--- src/hsv_pkg.sv ---
// ----------------------------------------------------------------------------
// hsv_pkg
// Shared constants, types and helpers for the hsv to rgb converter.
// ----------------------------------------------------------------------------
package hsv_pkg;

    // field widths
    localparam int HUE_W    = 9;
    localparam int CHAN_W   = 8;
    localparam int FRAC_W   = 8;
    localparam int PROD_W   = 16;
    localparam int SECTOR_W = 3;

    // arithmetic constants
    localparam int SECTOR_DEG = 60;
    localparam int FULL_SCALE = 255;
    localparam int SECTORS    = 6;
    localparam int MAX_QUOT   = 8;

    typedef logic [SECTOR_W-1:0] t_sector;

    // sector codes, one per 60 degree span
    localparam t_sector SEC_RED_YEL = 3'd0;
    localparam t_sector SEC_YEL_GRN = 3'd1;
    localparam t_sector SEC_GRN_CYN = 3'd2;
    localparam t_sector SEC_CYN_BLU = 3'd3;
    localparam t_sector SEC_BLU_MAG = 3'd4;
    localparam t_sector SEC_MAG_RED = 3'd5;

    // floor(x / 255) for x up to 255 * 255, by reciprocal add and shift
    function automatic logic [CHAN_W-1:0] div255(input logic [PROD_W-1:0] x);
        logic [PROD_W:0] tmp;
        tmp = {1'b0, x} + {9'd0, x[PROD_W-1:CHAN_W]} + 17'd1;
        return tmp[PROD_W-1:CHAN_W];
    endfunction

endpackage

--- src/hsv_to_rgb_converter_top.sv ---
// ----------------------------------------------------------------------------
// hsv_to_rgb_converter_top
// Integer hsv to rgb conversion, 8 bits per channel, in a five stage pipeline.
// ----------------------------------------------------------------------------
// Usage:
//   s_tdata carries one pixel request: hue in degrees, saturation and
//   brightness. m_tdata returns red, green and blue for each request, in order.
//   A request is taken when s_tvalid and s_tready are high at a clock edge,
//   a result when m_tvalid and m_tready are high.
// Pipeline: a request passes through all five register stages (hue split,
//   first products, first divide by 255, second products, second divide and
//   channel select) before m_tvalid rises for its result.
// Throughput: one pixel per clock while m_tready stays high.
// Reset: i_rst_n low clears every stage valid bit; no result is pending after.
// Stall: with m_tready low, each stage holds only while the one after it is
//   full, so bubbles close up; s_tready drops once all five stages are full.
// Hues from 360 to 511 act as hue minus 360.
// ----------------------------------------------------------------------------
module hsv_to_rgb_converter_top (
    input  logic        i_clk,
    input  logic        i_rst_n,
    input  logic        s_tvalid,
    output logic        s_tready,
    input  logic [31:0] s_tdata,   // hue[8:0], saturation[16:9], brightness[24:17]
    output logic        m_tvalid,
    input  logic        m_tready,
    output logic [23:0] m_tdata    // red[7:0], green[15:8], blue[23:16]
);

    localparam int NSTG = 5;

    // stage valid bits and enables
    logic [NSTG-1:0] r_v;
    logic [NSTG-1:0] en;

    // stage a: sector split
    hsv_pkg::t_sector              r_a_sec;
    logic [hsv_pkg::FRAC_W-1:0]    r_a_frac;
    logic [hsv_pkg::CHAN_W-1:0]    r_a_sat;
    logic [hsv_pkg::CHAN_W-1:0]    r_a_val;
    // stage b: first products
    hsv_pkg::t_sector              r_b_sec;
    logic [hsv_pkg::CHAN_W-1:0]    r_b_val;
    logic [hsv_pkg::PROD_W-1:0]    r_b_mq;
    logic [hsv_pkg::PROD_W-1:0]    r_b_mt;
    logic [hsv_pkg::PROD_W-1:0]    r_b_mp;
    // stage c: level factors
    hsv_pkg::t_sector              r_c_sec;
    logic [hsv_pkg::CHAN_W-1:0]    r_c_val;
    logic [hsv_pkg::CHAN_W-1:0]    r_c_p;
    logic [hsv_pkg::CHAN_W-1:0]    r_c_aq;
    logic [hsv_pkg::CHAN_W-1:0]    r_c_at;
    // stage d: second products
    hsv_pkg::t_sector              r_d_sec;
    logic [hsv_pkg::CHAN_W-1:0]    r_d_val;
    logic [hsv_pkg::CHAN_W-1:0]    r_d_p;
    logic [hsv_pkg::PROD_W-1:0]    r_d_mq;
    logic [hsv_pkg::PROD_W-1:0]    r_d_mt;
    // stage e: output
    logic [hsv_pkg::CHAN_W-1:0]    r_e_red;
    logic [hsv_pkg::CHAN_W-1:0]    r_e_green;
    logic [hsv_pkg::CHAN_W-1:0]    r_e_blue;

    // next values
    hsv_pkg::t_sector              n_a_sec;
    logic [hsv_pkg::FRAC_W-1:0]    n_a_frac;
    logic [hsv_pkg::CHAN_W-1:0]    n_c_q_fac;
    logic [hsv_pkg::CHAN_W-1:0]    n_c_t_fac;
    logic [hsv_pkg::CHAN_W-1:0]    n_e_q;
    logic [hsv_pkg::CHAN_W-1:0]    n_e_t;
    logic [hsv_pkg::CHAN_W-1:0]    n_e_red;
    logic [hsv_pkg::CHAN_W-1:0]    n_e_green;
    logic [hsv_pkg::CHAN_W-1:0]    n_e_blue;

    // a stage loads when it is empty or the next one moves on
    always_comb begin
        en[NSTG-1] = ~r_v[NSTG-1] | m_tready;
        for (int i = NSTG-2; i >= 0; i--) begin
            en[i] = ~r_v[i] | en[i+1];
        end
    end

    assign s_tready = en[0];

    always_ff @(posedge i_clk) begin
        if (!i_rst_n) begin
            r_v <= '0;
        end else begin
            if (en[0]) begin
                r_v[0] <= s_tvalid;
            end
            for (int i = 1; i < NSTG; i++) begin
                if (en[i]) begin
                    r_v[i] <= r_v[i-1];
                end
            end
        end
    end

    // hue to sector and fraction
    hsv_hue_split u_split (
        .i_hue    (s_tdata[8:0]),
        .o_sector (n_a_sec),
        .o_frac   (n_a_frac)
    );

    always_ff @(posedge i_clk) begin
        if (en[0]) begin
            r_a_sec  <= n_a_sec;
            r_a_frac <= n_a_frac;
            r_a_sat  <= s_tdata[16:9];
            r_a_val  <= s_tdata[24:17];
        end
    end

    // products s*f, s*(255-f), v*(255-s)
    always_ff @(posedge i_clk) begin
        if (en[1]) begin
            r_b_sec <= r_a_sec;
            r_b_val <= r_a_val;
            r_b_mq  <= 16'(r_a_sat) * 16'(r_a_frac);
            r_b_mt  <= 16'(r_a_sat) * 16'(8'(hsv_pkg::FULL_SCALE) - r_a_frac);
            r_b_mp  <= 16'(r_a_val) * 16'(8'(hsv_pkg::FULL_SCALE) - r_a_sat);
        end
    end

    // divide by 255 and form the q and t factors
    assign n_c_q_fac = 8'(hsv_pkg::FULL_SCALE) - hsv_pkg::div255(r_b_mq);
    assign n_c_t_fac = 8'(hsv_pkg::FULL_SCALE) - hsv_pkg::div255(r_b_mt);

    always_ff @(posedge i_clk) begin
        if (en[2]) begin
            r_c_sec <= r_b_sec;
            r_c_val <= r_b_val;
            r_c_p   <= hsv_pkg::div255(r_b_mp);
            r_c_aq  <= n_c_q_fac;
            r_c_at  <= n_c_t_fac;
        end
    end

    // products v*factor for q and t
    always_ff @(posedge i_clk) begin
        if (en[3]) begin
            r_d_sec <= r_c_sec;
            r_d_val <= r_c_val;
            r_d_p   <= r_c_p;
            r_d_mq  <= 16'(r_c_val) * 16'(r_c_aq);
            r_d_mt  <= 16'(r_c_val) * 16'(r_c_at);
        end
    end

    // final divide and channel select
    assign n_e_q = hsv_pkg::div255(r_d_mq);
    assign n_e_t = hsv_pkg::div255(r_d_mt);

    always_comb begin
        case (r_d_sec)
            hsv_pkg::SEC_RED_YEL: begin
                n_e_red = r_d_val; n_e_green = n_e_t;   n_e_blue = r_d_p;
            end
            hsv_pkg::SEC_YEL_GRN: begin
                n_e_red = n_e_q;   n_e_green = r_d_val; n_e_blue = r_d_p;
            end
            hsv_pkg::SEC_GRN_CYN: begin
                n_e_red = r_d_p;   n_e_green = r_d_val; n_e_blue = n_e_t;
            end
            hsv_pkg::SEC_CYN_BLU: begin
                n_e_red = r_d_p;   n_e_green = n_e_q;   n_e_blue = r_d_val;
            end
            hsv_pkg::SEC_BLU_MAG: begin
                n_e_red = n_e_t;   n_e_green = r_d_p;   n_e_blue = r_d_val;
            end
            default: begin
                n_e_red = r_d_val; n_e_green = r_d_p;   n_e_blue = n_e_q;
            end
        endcase
    end

    always_ff @(posedge i_clk) begin
        if (en[4]) begin
            r_e_red   <= n_e_red;
            r_e_green <= n_e_green;
            r_e_blue  <= n_e_blue;
        end
    end

    assign m_tvalid = r_v[NSTG-1];
    assign m_tdata  = {r_e_blue, r_e_green, r_e_red};

    // an empty output stage never holds back the input
    a_ready_when_out_empty: assert property (@(posedge i_clk) disable iff (!i_rst_n)
        !m_tvalid |-> s_tready)
        else $error("s_tready low with empty output stage");

    // the hue split yields a sector code within range
    a_sector_range: assert property (@(posedge i_clk) disable iff (!i_rst_n)
        r_v[0] |-> (r_a_sec <= hsv_pkg::SEC_MAG_RED))
        else $error("sector code out of range");

    // the in-sector fraction never exceeds 59*255/60
    a_frac_range: assert property (@(posedge i_clk) disable iff (!i_rst_n)
        r_v[0] |-> (r_a_frac <= 8'd250))
        else $error("fraction out of range");

    // a stalled full pipe refuses new requests
    a_full_stall: assert property (@(posedge i_clk) disable iff (!i_rst_n)
        (&r_v && !m_tready) |-> !s_tready)
        else $error("request accepted while pipeline full and stalled");

endmodule

--- src/hsv_hue_split.sv ---
// ----------------------------------------------------------------------------
// hsv_hue_split
// Splits a hue angle into its 60 degree sector and the scaled position
// inside that sector.
// ----------------------------------------------------------------------------
module hsv_hue_split (
    input  logic [hsv_pkg::HUE_W-1:0]  i_hue,
    output hsv_pkg::t_sector           o_sector,
    output logic [hsv_pkg::FRAC_W-1:0] o_frac
);

    logic [3:0]                 quot;
    logic [hsv_pkg::HUE_W-1:0]  base;
    logic [hsv_pkg::HUE_W-1:0]  rem9;
    logic [5:0]                 rem;
    logic [9:0]                 rem_x17;

    // quotient by sixty: count the sector boundaries at or below the hue
    always_comb begin
        quot = 4'd0;
        for (int k = 1; k <= hsv_pkg::MAX_QUOT; k++) begin
            if (i_hue >= 9'(k * hsv_pkg::SECTOR_DEG)) begin
                quot = quot + 4'd1;
            end
        end
    end

    // remainder by sixty
    assign base    = 9'(quot) * 9'(hsv_pkg::SECTOR_DEG);
    assign rem9    = i_hue - base;
    assign rem     = rem9[5:0];

    // sector wraps after six spans
    assign o_sector = (quot >= 4'(hsv_pkg::SECTORS)) ?
                      3'(quot - 4'(hsv_pkg::SECTORS)) : 3'(quot);

    // frac = rem * 255 / 60 = rem * 17 / 4
    assign rem_x17 = {rem, 4'b0000} + {4'd0, rem};
    assign o_frac  = rem_x17[9:2];

endmodule
--- config.mk ---
export PLATFORM = sky130hd
export DESIGN_NAME = hsv_to_rgb_converter_top
export DESIGN_NICKNAME = d
export VERILOG_FILES = /design/src/hsv_pkg.sv /design/src/hsv_to_rgb_converter_top.sv /design/src/hsv_hue_split.sv
export SDC_FILE = /design/constraint.sdc
export NUM_CORES = 1
export LEC_CHECK = 0
export ABC_AREA = 1
export ABC_CLOCK_PERIOD_IN_PS = 5500
export BUFFER_PORTS_ARGS = -buffer_cell sky130_fd_sc_hd__buf_2
export CORE_ASPECT_RATIO = 0.6
export CORE_MARGIN = 10
export CORE_UTILIZATION = 59
export CTS_CLUSTER_SIZE = 16
export DETAILED_ROUTE_END_ITERATION = 6
export GPL_TIMING_DRIVEN = 0
export MAX_ROUTING_LAYER = met4
export PLACE_DENSITY = 0.79
export SYNTH_ARGS = -nofsm -noshare
export SYNTH_HDL_FRONTEND = slang
export SYNTH_HIERARCHICAL = 1
export SYNTH_SLANG_ARGS = --single-unit
--- constraint.sdc ---
create_clock -name i_clk -period 5.5 [get_ports i_clk]
set_input_delay 0 -clock i_clk [delete_from_list [all_inputs] [get_ports i_clk]]
set_output_delay 0 -clock i_clk [all_outputs]
set_load 0.02 [all_outputs]
* Yosys cells after proc, flatten, opt, wreduce, memory -nomap -nowiden *
Cells that the tools add are included.

word-level totals
  bits in registers = 201
  bits of input ports = 36
  output and inout bits = 26

operators by class
  add/subtract/negate cells = 24
  multiply operators = 6
  $lt $le $gt $ge = 9
  equality and inequality tests = 4
  muxes and demuxes = 12
  bitwise logic cells = 10
  reduce and logical (&&, ||, !) cells = 5

operators with widths
  cell                                                 number
  adder 16 x 1 -> 16 bit, second input constant        5
  adder 16 x 8 -> 16 bit                               5
  one-hot mux 8 bit (3 select lines)                   3
  multiplier 8 x 8 -> 16 bit                           3
  >= comparator 9 bit, second input constant           4
  multiplier 9 x 9 -> 16 bit                           2
  two-way mux 4 bit                                    7
  adder 4 x 1 -> 4 bit, second input constant          6
  >= comparator 9 x 8 -> 1 bit, second input constant  2
  subtractor 8 x 8 -> 9 bit, first input constant      2
  subtractor 8 bit, first input constant               2
  adder 10 x 6 -> 10 bit                               1
  >= comparator 9 x 6 -> 1 bit, second input constant  1
  >= comparator 9 x 7 -> 1 bit, second input constant  1
  OR reduction 2 bit                                   4
  equality test 3 x 2 -> 1 bit, second input constant  2
  subtractor 6 bit                                     1
  NOT 1 bit                                            5
  bitwise OR 1 bit                                     5
  >= comparator 4 x 3 -> 1 bit, second input constant  1
  multiplier 4 x 1 -> 4 bit, second input constant     1
  equality test 3 x 1 -> 1 bit, second input constant  1
  equality test 3 bit, second input constant           1
  logical NOT 3 bit                                    1
  other kinds (4)                                      4

* Longest topological paths before layout *
Gate-level depths: netlist (run 1).

  word-level depth = 19
  depth in mapped cells = 44
  depth with buffers taken out = 44

* Modules after synthesis *
The synthesis (run 1) kept the hierarchy.

by module, submodules not included
  module                    instances  cells each  area each (µm²)  seq. area each (µm²)
  hsv_to_rgb_converter_top  1          2,281       19,610.1         5,985.7
  hsv_hue_split             1          213         1,129.8          0.0

* Worst setup path after synthesis (run 1) *
OpenSTA, ideal clock, no wires.

  path type = in2reg
  from = input s_tdata[6]
  to = register r_a_frac[7] (netlist bit), data pin
  setup time = 252 ps
  arrival = 5,362 ps
  setup slack = -115 ps
  cell stages on the path = 43
  path buffers = 0
  cell sequence = nand2_1 > o21ai_0 > inv_1 > ha_1 > inv_1 > nand2_1 > nand2_1 > ha_1 > nand2_1 > nand2_1 > ha_1 > or2_1 > nand2_1 > inv_1 > ha_1 > nand2_1 > nand2_1 > ha_1 > [7 not listed] > xor2_1 > ha_1 > nand2_1 > o21ai_0 > xor2_1 > nand3_1 > nand2_1 > nand2_1 > nand2_2 > inv_1 > ha_1 > a21oi_1 > nor2_1 > inv_1 > nor3_1 > inv_1 > nand3_1 > nand2_1

on the way
  cells in the longest elaborated chain, start to end = 19
  elaborated cells between the ends (all ways) = 26
  classes of those cells = add/sub (9); mul (1); order compare (8); mux (8)

ends and longest elaborated chain
  what                           line                             source
  from (decl)                    hsv_to_rgb_converter_top.sv:24   input logic [31:0] s_tdata,
  >= comparator 9 x 6 -> 1 bit   hsv_hue_split.sv:22              if (i_hue >= 9'(k * hsv_pkg::SECTOR_DEG)) begin
  two-way mux 1 bit              hsv_hue_split.sv:22
  adder 1 x 1 -> 2 bit           hsv_hue_split.sv:23              quot = quot + 4'd1;
  two-way mux 4 bit              hsv_hue_split.sv:22
  adder 4 x 1 -> 4 bit           hsv_hue_split.sv:23
  two-way mux 4 bit              hsv_hue_split.sv:22
  adder 4 x 1 -> 4 bit           hsv_hue_split.sv:23
  two-way mux 4 bit              hsv_hue_split.sv:22
  [4 not listed]                 --
  adder 4 x 1 -> 4 bit           hsv_hue_split.sv:23
  two-way mux 4 bit              hsv_hue_split.sv:22
  adder 4 x 1 -> 4 bit           hsv_hue_split.sv:23
  two-way mux 4 bit (*)          hsv_hue_split.sv:22
  multiplier 4 x 1 -> 4 bit (*)  hsv_hue_split.sv:29              assign base = 9'(quot) * 9'(hsv_pkg::SECTOR_DEG);
  subtractor 6 bit (*)           hsv_hue_split.sv:30              assign rem9 = i_hue - base;
  adder 10 x 6 -> 10 bit (*)     hsv_hue_split.sv:38              assign rem_x17 = {rem, 4'b0000} + {4'd0, rem};
  named net n_a_frac (one bit)   hsv_to_rgb_converter_top.sv:66   logic [hsv_pkg::FRAC_W-1:0] n_a_frac;
  to (signal assigned)           hsv_to_rgb_converter_top.sv:110  r_a_frac <= n_a_frac;
  to (decl)                      hsv_to_rgb_converter_top.sv:38   logic [hsv_pkg::FRAC_W-1:0] r_a_frac;

Mark *: on every way through the listed nets, which the timed path passes. The rest lies on a longest branch.
A chain may end at the register's enable or synchronous reset.

* Final worst setup path (run 1) *
  from = input s_tdata[8]
  to = register r_a_frac[6] (netlist bit), data pin

Same word-level chain as after synthesis.

==> results of run 1 <==
-- worst min-delay path by stage --
stage / slack, ns / cells after the start / start / endpoint
after global placement: 0.18 / 1 / s_tdata[23] / r_a_val[6]$_DFFE_PP_
after detailed placement: 0.18 / 1 / s_tdata[15] / r_a_sat[6]$_DFFE_PP_
after floorplan: 0.1 / 0 / s_tdata[9] / r_a_sat[0]$_DFFE_PP_
final: 0.08 / 4 / s_tdata[1] / r_a_frac[3]$_DFFE_PP_
after global routing: 0.1 / 4 / s_tdata[1] / r_a_frac[3]$_DFFE_PP_
after CTS: 0.04 / 4 / s_tdata[1] / r_a_frac[3]$_DFFE_PP_
-- worst max-delay path: cells and delay by family --
kind | cells | cell delay (ns)
fa+ha+maj | 8 | 2.15
simple gates | 19 | 2.02
buf+inv | 7 | 0.69
xor+xnor | 3 | 0.52
compound gates | 3 | 0.39
-- cells in the final DEF, fill, tap and decap left out, types with 5 or more instances in the layout --
master	netlist	routed
sky130_fd_sc_hd__nand2_1	586	570
sky130_fd_sc_hd__dfxtp_1	5	5
sky130_fd_sc_hd__clkbuf_2	1	5
sky130_fd_sc_hd__clkinv_2	0	5
sky130_fd_sc_hd__dlygate4sd3_1	0	20
sky130_fd_sc_hd__nor2_1	181	180
sky130_fd_sc_hd__buf_2	0	50
sky130_fd_sc_hd__xnor2_1	26	26
sky130_fd_sc_hd__xor2_1	45	45
sky130_fd_sc_hd__ha_1	233	225
sky130_fd_sc_hd__nand3_1	113	110
sky130_fd_sc_hd__nand2_2	8	22
sky130_fd_sc_hd__fa_1	184	184
sky130_fd_sc_hd__inv_1	605	594
sky130_fd_sc_hd__clkbuf_16	0	24
sky130_fd_sc_hd__a21o_1	6	6
sky130_fd_sc_hd__clkbuf_1	55	55
sky130_fd_sc_hd__o21ai_0	41	39
sky130_fd_sc_hd__nor3_1	18	15
sky130_fd_sc_hd__buf_4	1	23
sky130_fd_sc_hd__a21oi_1	87	86
sky130_fd_sc_hd__nand3b_1	5	5
sky130_fd_sc_hd__nand4_1	30	30
sky130_fd_sc_hd__nand3_2	7	10
sky130_fd_sc_hd__or2_2	6	6
sky130_fd_sc_hd__inv_2	6	16
sky130_fd_sc_hd__ha_4	0	6
sky130_fd_sc_hd__edfxtp_1	196	196
-- per-stage QoR --
stage	utilization [%]	instance area, um^2	std cells	TNS (ns)
after floorplan	-	20700	2494	0
after CTS	65.4	22800	3089	0
after global routing	66.0	23000	3099	-0.259
after global placement	62.1	21600	3015	-28.12
after detailed placement	62.2	21700	3018	-3.00
final	66.0	23000	3099	0
-- timing repair --
action                                 CTS  global route
hold buffers                            20             0
endpoints found under the hold margin   22             0
resized for setup                       18            47
pin swaps                               10            26
setup buffers                           11             8
setup endpoints to repair                3             9
-- logic make-up (layout without fill, tap and decap cells) --
group / count (synthesis) / count (layout)
fa+ha+maj: 417 / 417
xor+xnor: 72 / 72
other cells: 0 / 2
simple gates: 970 / 970
flops: 201 / 201
buf+inv: 673 / 809
compound gates: 161 / 161
-- layer usage --
| metal | GRT usage [%] | up-vias |
|---|---|---|
| li1 | - | 7940 |
| met1 | 32.9 | 7861 |
| met5 | - | - |
| met4 | 6.27 | 0 |
| met3 | 7.51 | 119 |
| met2 | 36.4 | 794 |
-- flip-flops by register name, summed over array words and instances, names as in the netlist, 16 cells and up --
register / flops
r_d_mq: 16
r_b_mp: 16
r_b_mt: 16
r_d_mt: 16
r_b_mq: 16
-- layout make-up --
class,count,area (um^2)
Sequential cell,201,5990
Buffer,60,243
Clock buffer,29,629
Multi-Input combinational cell,1620,12400
Clock inverter,11,96.3
Antenna cell,2,5.00
Tap cell,467,584
Inverter,613,2310
Fill cell,2681,11800
Timing Repair Buffer,96,694
-- Yosys cell counts, drive strengths merged --
| cell | number |
|---|---|
| nor2 | 188 |
| edfxtp | 196 |
| nor3 | 20 |
| and3 | 1 |
| a211oi | 4 |
| a31oi | 4 |
| o21bai | 1 |
| o211ai | 3 |
| xor2 | 45 |
| a21oi | 88 |
| inv | 612 |
| xnor2 | 27 |
| fa | 184 |
| a21o | 6 |
| nand3 | 120 |
| nor4 | 2 |
| a21boi | 3 |
| nand2 | 594 |
| a22oi | 1 |
| nand3b | 5 |
| dfxtp | 5 |
| and2 | 2 |
| nand4 | 30 |
| o21a | 2 |
| ha | 233 |
| o2111ai | 4 |
| buf | 4 |
| clkinv | 1 |
| or2 | 8 |
| o21ai | 45 |
| clkbuf | 56 |
==> results.txt, run 1 <==
- Antenna Nets Post-Route: 0
- R2R setup slack: 0.21 ns
* Drt pass-1 iters: 6
- Share of the synthesized netlist area taken by xor and xnor gates: 3.08%
- At the end of routability-driven placement, the weighted congestion stood at 1.00.
- Residual DRC count: 0
* Sum of net half-perimeters after detailed placement: approximately 40000 um
- Buffers placed on the I/O ports in this run total 54.
- Maximum fanout count along the critical path: 7
- Of the total synthesized cell area, the portion taken by full adders, half adders and majority gates is 31.8%.
- Initial antenna violation count: 2
* Number of H-tree levels: 1
- After detailed routing, no signal wire sits above met4.
- Final hold analysis gives a worst-case slack of 0.0756 ns.
- Layout-stage area growth over the synthesis result: 10.7%
- Average wire per standard cell: between 15 and 20 um
- After the first detailed-routing iteration, the DRC count stood at between 1500 and 2000.
* Vias per cell: 5.39
- The flow ran to the end, and the final reports show no timing, DRC or antenna violations.
* Met3 WL: 5830 um
- Share of cell area taken by muxes after synthesis: 0%
- Setup repair after global routing could not meet its margin everywhere.
* Reg2reg end: r_d_mq[14]$_DFFE_PP_
* Top-Level Pins: between 60 and 70
- CP startpoint: s_tdata[8]
* Slowest cell on crit path: sky130_fd_sc_hd__fa_1
- Across the run, the number of max-cap violations was 0.
* Layout cell share with drive strength beyond 1: 7.98%
- STA classifies the critical path startpoint as a primary input.
- For the pin with the worst max-slew slack, the measured transition is 1.05 ns.
- Number of sinks handled by clock tree synthesis: 201
* Core area: approximately 35000 um^2
- Total setup violations reported at the end of the flow: 0
- Timing would allow up to ~180 MHz.
- Aggregate global-route resource usage: 24.7%
- Time the worst path needs with I/O delays and setup: between 5 and 6 ns
- Clock tree synthesis selected as its root buffer the cell sky130_fd_sc_hd__clkbuf_16.
- TritonCTS built the clock tree.
* Start-to-end type of the worst setup path: in2reg
* Number of different library cells in the post-synthesis netlist: 49
- The biggest area contributor in the post-synthesis netlist is sky130_fd_sc_hd__edfxtp_1.
* Starting density of the core: 59.6%
- The number of global-route vias before repair is 17000.
* Largest family of logic cells by synthesized area: adder cells
- Number of buffers created by CTS: 22
- In the synthesized netlist, the number of instances is 2494.
- Delay contributed by the slowest stage of the critical path: 0.46 ns
- Worst slew margin: 30.2%
* Die Footprint: 43300 um^2
- From bottom edge to top edge, the die measures 165 um.
- Total via count in the routed design: 16700
* Netlist Area Pre-Place: 20700 um^2
- Yosys attributes the largest share of cell area to sky130_fd_sc_hd__edfxtp_1, sky130_fd_sc_hd__fa_1, sky130_fd_sc_hd__ha_1.
- Post-route worst setup slack: 0.0219 ns
- The clock arrives with 0.0206 ns of skew.
- In this run, synthesis produced a sequential element count of 201.
- Critical path endpoint category: flop
- The cell that appears most often on the critical path is sky130_fd_sc_hd__nand2_2.
- For this run, the post-layout net count is 3067.
- The die is between 200 and 300 um wide.
- The hold violation total from the final report came to 0.
* Total wire length: a little over 50000 um
- The number of nets handed over by synthesis was 2947.
- Worst slack at placement: -0.838 ns
- Fraction of the yosys area taken by sequential cells: roughly 29%
- In this run the critical register-to-register path is launched from r_c_val[2]$_DFFE_PP_.
* Area share of and/or/nand/nor cells after synthesis: between 15 and 20%
- Clock-pin slew was measured on the worst setup and hold paths at 0.06 ns.
- Summing the areas of all compound-gate instances in the mapped netlist gives 4.39% of the synthesized area.
* Number of cell rows: between 50 and 60
- Share of the synthesized area in the top cell type: 28.4%
- The first global-routing pass estimated 83800 um of wire.
* Skew-Pair Late Insertion Delay: 0.53 ns
- Crit path arrival time: 5.75 ns
* Total gr overflow: 0
* Syn_area_per_cell: between 8 and 9 um^2
- Metal1 wirelength: 21800 um
- Final Max Tran Viols: 0
* Class of the tightest hold or removal check: in2reg
* Worst setup path endpoint: r_a_frac[6]$_DFFE_PP_
- Entering global routing, the biggest net connects 48 pins.
* Length of routed met2 wiring: 21800 um
* Worst reg-to-reg path cell count: 16
- Maximum count of clock buffers along a single path: 3
* Req. time, crit path: 5.77 ns
* Final worst-path cycle share: approximately 100%
- For this run, the number of Yosys warnings is 6.
Power of run 1 is not shown: default switching activity piles up to over one toggle a cycle in this logic, so the estimate is an artifact.
==> inputs of run 2 (changes only) <==
--- a/config.mk
+++ b/config.mk
@@ -16,6 +16,8 @@
 export GPL_TIMING_DRIVEN = 0
 export MAX_ROUTING_LAYER = met4
 export PLACE_DENSITY = 0.79
+export REMOVE_ABC_BUFFERS = 1
+export SETUP_SLACK_MARGIN = 0.02
 export SYNTH_ARGS = -nofsm -noshare
 export SYNTH_HDL_FRONTEND = slang
 export SYNTH_HIERARCHICAL = 1
==> run 2 against run 1 <==
Against the previous run: count of clock-buffer cells in the layout shrank 5; maximum frequency increased by 5.2%; core utilization fell by 1.1 points; die area stayed put; non-clock buffer count fell by 60; first-iteration DRC count is 19% lower; via count is 3.3% lower; critical path type unchanged; critical endpoint is now r_a_frac[7]$_DFFE_PP_; highest routed layer unchanged.
==> results.txt, run 2 (synthesized netlist as in run 1, its figures left out) <==
- Delay contributed by the slowest stage of the critical path: 0.30 ns
* Final Max Tran Viols: 0
* Layout-stage area growth over the synthesis result: 8.95%
- In this run, the number of DRC markers left after iteration 0 of detailed routing was 1481.
* Chip Width: 262 um
- Most common cell after layout, fill and taps aside: sky130_fd_sc_hd__inv_1
* Total negative slack for setup checks: 0 ns
* Post-route worst setup slack: 0.292 ns
- Worst slew margin: approximately an eighth
- Once the floorplan was initialized, standard cells occupied 59.6% of the core.
* Total gr overflow: 0
- Total setup violations reported at the end of the flow: 0
- Derived from the worst setup path, the maximum achievable clock frequency is 192 MHz.
- TritonCTS built the clock tree.
- Routability-driven placement finished with a final weighted congestion of 0.933.
- Number of cell rows: 53
* Initial antenna violation count: 0
- The floorplan step defined a die boundary enclosing between 40000 and 50000 um^2.
- The first detailed-routing pass ran for 5 iterations.
- Detailed placement ended at an HPWL of 37800 um.
* Critical path endpoint category: flop
- The number of global-route vias before repair came to 16500.
* Critical Path Start Type: primary input
- Using the TritonRoute via totals, the vias-per-cell ratio works out to ~5.3.
* Root cell of the clock tree: sky130_fd_sc_hd__clkbuf_16
- Total wire length: 48000 um
- Residual DRC count: 0
- The final route contains 16200 vias.
* # port buffers: 54
- At the end of the flow, the number of nets in the layout was 3006.
- The clock passes through at most 3 buffers.
- Global-route wire length before repair: 80300 um
- For this design, the slowest cell found on the critical path is sky130_fd_sc_hd__ha_4.
- Before CTS, the worst setup slack after placement is -1.03 ns.
* Maximum number of pins on one net before global-route repair: just under 50
* Antenna Diode Count: 0
- Core area: 34800 um^2
- Slew at the pin closest to its max-slew limit: 1.31 ns
- The detail route stage leaves a number of antenna-violating nets equal to 0.
- Overall die height: 165 um
* Start-to-end type of the worst setup path: in2reg
* Run status: completed
* Number of buffers created by CTS: 21
- The hold violation total from the final report is 0.
* Maximum fanout count along the critical path: 5
- Dividing the final minimum period by the clock period gives 94.7%.
- Number of violations of the max-capacitance limit: 0
- Clock tree synthesis found a total of 201 sinks.
- Req. time, crit path: approximately 5.8 ns
- Crit path arrival time: 5.50 ns
- In this design, the critical path's most frequently occurring cell is sky130_fd_sc_hd__nand2_2.
* Leading cell types in the layout, fill and taps excluded: sky130_fd_sc_hd__inv_1, sky130_fd_sc_hd__nand2_1, sky130_fd_sc_hd__ha_1
- Clock latency on the worst-skew pair, taken at its later pin, is 0.53 ns.
- Clock slew at the register clock pins of the worst setup and hold paths: 0.06 ns
* Time the worst path needs with I/O delays and setup: roughly 5.2 ns
* Layout cell share with drive strength beyond 1: 7.68%
* RSZ-0062 raised after global routing: yes
- Top-Level Pins: 62
* Number of H-tree levels: 1
- Aggregate global-route resource usage: 23.4%
* Average wire per standard cell: 15.8 um
- In this run the worst hold path is classified as in2reg.
- Filler cell count: roughly 2800
* Skew final: 0.0198 ns
## run 2: cell type report
type,count,area (um^2),area share [%]
Clock buffer,24,537,2.38
Sequential cell,201,5990,26.5
Clock inverter,12,95.1,0.421
Tap cell,467,584,2.59
Inverter,613,2310,10.2
Multi-Input combinational cell,1620,12400,55.0
Timing Repair Buffer,96,663,2.93
## run 2: worst max-delay path, delay by kind of cell
kind                     cells  cell delay (ns)
adder cells (fa/ha/maj)      8             2.06
buffers and inverters        9             0.66
AO/OA/AOI/OAI                5             0.56
AND/OR/NAND/NOR             21             1.87
XOR/XNOR                     2             0.32
## run 2: timing repair
| item | in CTS | in global routing |
|---|---|---|
| hold buffers | 20 | 0 |
| hold endpoints to repair | 22 | 0 |
| setup buffers | 5 | 15 |
| setup endpoints to repair | 5 | 9 |
| resized for setup | 14 | 38 |
| pin swaps | 8 | 21 |
## run 2: per-stage QoR
step | instances | utilization [%] | hold slack (ns) | instance area, um^2
finish | 3033 | 64.9 | 0.0735 | 22600
global route | 3033 | 64.9 | 0.0882 | 22600
CTS | 3018 | 64.1 | 0.0426 | 22300
detailed placement | 2957 | 61.5 | 0.178 | 21400
global placement | 2955 | 61.3 | 0.177 | 21400
floorplan | 2434 | - | 0.0989 | 20500
## run 2: path summary, 6_finish.rpt
check / from / to / slack (ns) / depth (start not counted)
max: s_tdata[5] / r_a_frac[7]$_DFFE_PP_ / 0.29 / 45
min: s_tdata[1] / r_a_frac[3]$_DFFE_PP_ / 0.07 / 4
max reg2reg: r_a_sat[3]$_DFFE_PP_ / r_b_mp[13]$_DFFE_PP_ / 0.39 / 15
min reg2reg: r_c_p[5]$_DFFE_PP_ / r_d_p[5]$_DFFE_PP_ / 0.42 / 0
## run 2: layer usage
metal	routed length (um)	part of all wire [%]	global-route usage, %	vias up
met4	847	1.8	4.79	0
met2	21400	44	36.1	651
met1	21400	44	31.7	7633
met5	0	0	-	-
li1	-	-	-	7813
met3	4480	9.3	5.01	72
Power of run 2 is left out for the same reason.
==> inputs of run 3 (changes only) <==
--- a/config.mk
+++ b/config.mk
@@ -6,15 +6,12 @@
 export NUM_CORES = 1
 export LEC_CHECK = 0
 export ABC_AREA = 1
-export ABC_CLOCK_PERIOD_IN_PS = 5500
 export BUFFER_PORTS_ARGS = -buffer_cell sky130_fd_sc_hd__buf_2
 export CORE_ASPECT_RATIO = 0.6
 export CORE_MARGIN = 10
 export CORE_UTILIZATION = 59
 export CTS_CLUSTER_SIZE = 16
 export DETAILED_ROUTE_END_ITERATION = 6
-export GPL_TIMING_DRIVEN = 0
-export MAX_ROUTING_LAYER = met4
 export PLACE_DENSITY = 0.79
 export REMOVE_ABC_BUFFERS = 1
 export SETUP_SLACK_MARGIN = 0.02
==> run 3 against run 2 <==
Against the previous run: routed wire length increased by 2.9%; count of clock-buffer cells in the layout increased by 1; critical path type unchanged; cell area increased by 1.6%; clock skew increased by 0.018 ns; worst setup slack got worse by 0.099 ns.
==> results.txt, run 3 (synthesized netlist as in run 1, its figures left out) <==
- Of the cells placed in the final design, the portion with a size suffix greater than 1 is 8.88%.
- The count of nets left with antenna violations once routing finished came out at 0.
* Residual DRC count: 0
- Run status: completed
* Final count of hold timing violations: 0
* Antenna Diode Count: 0
- TritonCTS built the clock tree.
- Setup violations remaining at the end of the flow were counted as 0.
- Overall die height: 165 um
* Clock slew at the register clock pins of the worst setup and hold paths: 0.07 ns
- The library cell used most frequently in the layout, excluding fill and tap cells, is sky130_fd_sc_hd__inv_1.
- Maximum number of pins on one net before global-route repair: 54
- The critical path is of the in2reg type.
- Via count of the first global-routing pass: roughly 17000
* Initial DRC Count: between 1500 and 2000
- For this design, the slowest cell found on the critical path is sky130_fd_sc_hd__ha_1.
* Die Footprint: 43300 um^2
- After detailed routing, the average wire length per cell comes to between 15 and 20 um.
* Total negative slack for setup checks: 0 ns
- Dividing the final minimum period by the clock period gives 96.5%.
- Met3 WL: 4950 um
* Max Clock Freq: 188 MHz
* Maximum fanout count along the critical path: 5
* Worst slew margin: 27.6%
* Leading cell types in the layout, fill and taps excluded: sky130_fd_sc_hd__inv_1, sky130_fd_sc_hd__nand2_1, sky130_fd_sc_hd__ha_1
- The clock passes through at most 3 buffers.
- Number of buffers created by CTS: 22
* Top-Level Pins: 62
- Among the stages of the critical path, the cell type that occurs most often is sky130_fd_sc_hd__nand2_2.
* Top routing layer in use: met4
* Skew-Pair Late Insertion Delay: roughly 0.54 ns
- The first global-routing pass estimated approximately 81000 um of wire.
- At the worst endpoint, the arrival time is about 5.6 ns.
- In this run the clock root is driven by a sky130_fd_sc_hd__clkbuf_16.
* CP startpoint: s_tdata[7]
* Number of violations of the max-capacitance limit: 0
- Drt pass-1 iters: 6
- Following the worst setup path forward leads to its endpoint at r_a_frac[5]$_DFFE_PP_.
* Net count of the finished layout: 3050
- Total gr overflow: 0
- The startpoint identified for the worst register-to-register timing path is r_a_frac[6]$_DFFE_PP_.
- From synthesis to final layout, the design area changed by 10.7%.
* Chip Width: between 200 and 300 um
* Time the worst path needs with I/O delays and setup: 5.31 ns
* Starting density of the core: 59.6%
- Hold timing on the final database bottoms out at a slack of 0.160 ns.
- Number of H-tree levels: 1
- Vias per cell: between 5 and 6
* Total via count in the routed design: 16500
- Slew at the pin closest to its max-slew limit: 1.08 ns
- Critical path endpoint category: flop
- The final-report max-slew violation count came to 0.
* Req. time, crit path: 5.79 ns
- Number of sinks handled by clock tree synthesis: 201
- After detailed routing, the wire length on met1 is 21700 um.
- Reg2reg end: r_b_mq[14]$_DFFE_PP_
- The finished cells cover 23000 um^2.
- Worst reg-to-reg path cell count: 14
* R2R setup slack: 0.62 ns
* Length of routed met2 wiring: 22000 um
* Skew final: 0.0375 ns
- The placed instances occupy a cell area of roughly 22000 um^2.
* Core area: ~35000 um^2
- The initial antenna violation count is 0.
- Sum of net half-perimeters after detailed placement: 38500 um
- Critical Path Start Type: primary input
- Aggregate global-route resource usage: 23.1%
* Number of cell rows: 53
- Port buffering added 54 buffers.
* Class of the tightest hold or removal check: in2reg
- Total wire length: 49400 um
- On the worst path, the slowest cell contributes a delay of 0.30 ns.
- RePlAce Congestion: between 0.9 and 1
run 3: cell types whose count changed in the layout (fill, tap and decap cells not counted), sizes merged, moves of 2 or more:
cell,before,now
bufinv,1,3
buf,76,118
clkinv,8,11
inv,614,612
run 3: timing repair:
action / CTS / global route
setup endpoints to repair: 4 / 5
gates cloned: 0 / 0
resized for setup: 5 / 37
pin swaps: 2 / 21
hold endpoints to repair: 23 / 0
hold buffers: 21 / 0
buffers inserted: 0 / 8
run 3: worst max-delay path, delay by kind of cell:
family / cells / cell delay [ns]
buffers and inverters: 9 / 1.08
adder cells (fa/ha/maj): 8 / 1.97
XOR/XNOR: 2 / 0.34
AND/OR/NAND/NOR: 18 / 1.55
AO/OA/AOI/OAI: 4 / 0.61
run 3: cell type report:
| class | count | area [um^2] |
|---|---|---|
| Timing Repair Buffer | 139 | 961 |
| Inverter | 613 | 2300 |
| Clock buffer | 25 | 562 |
| Tap cell | 467 | 584 |
| Multi-Input combinational cell | 1620 | 12400 |
| Clock inverter | 14 | 161 |
| Fill cell | 2743 | 11900 |
| Sequential cell | 201 | 5990 |
run 3: stage by stage:
| step | setup slack [ns] | utilization [%] | std cells |
|---|---|---|---|
| CTS | 0.0389 | 65.3 | 3071 |
| floorplan | -0.115 | - | 2434 |
| global placement | -0.377 | 62.6 | 3011 |
| global route | -0.0960 | 65.9 | 3079 |
| finish | 0.193 | 65.9 | 3079 |
| detailed placement | -0.696 | 62.6 | 3011 |
run 3: how the worst min path moves through the flow:
stage	end	slack, ns	cells past startpoint	start
after floorplan	r_a_sat[0]$_DFFE_PP_	0.1	0	s_tdata[9]
after global placement	r_a_val[5]$_DFFE_PP_	0.18	1	s_tdata[22]
final	r_a_sat[3]$_DFFE_PP_	0.16	2	s_tdata[12]
after global routing	r_a_sat[4]$_DFFE_PP_	0.18	2	s_tdata[13]
after detailed placement	r_a_sat[2]$_DFFE_PP_	0.18	1	s_tdata[11]
after CTS	r_a_sat[4]$_DFFE_PP_	0.15	2	s_tdata[13]
run 3: per-layer routing:
metal | up-vias | GRT usage (%)
met3 | 81 | 6.43
li1 | 7908 | -
met4 | 0 | 4.19
met2 | 668 | 36.2
met1 | 7862 | 31.9
met5 | - | 0
Power of run 3 is left out for the same reason.
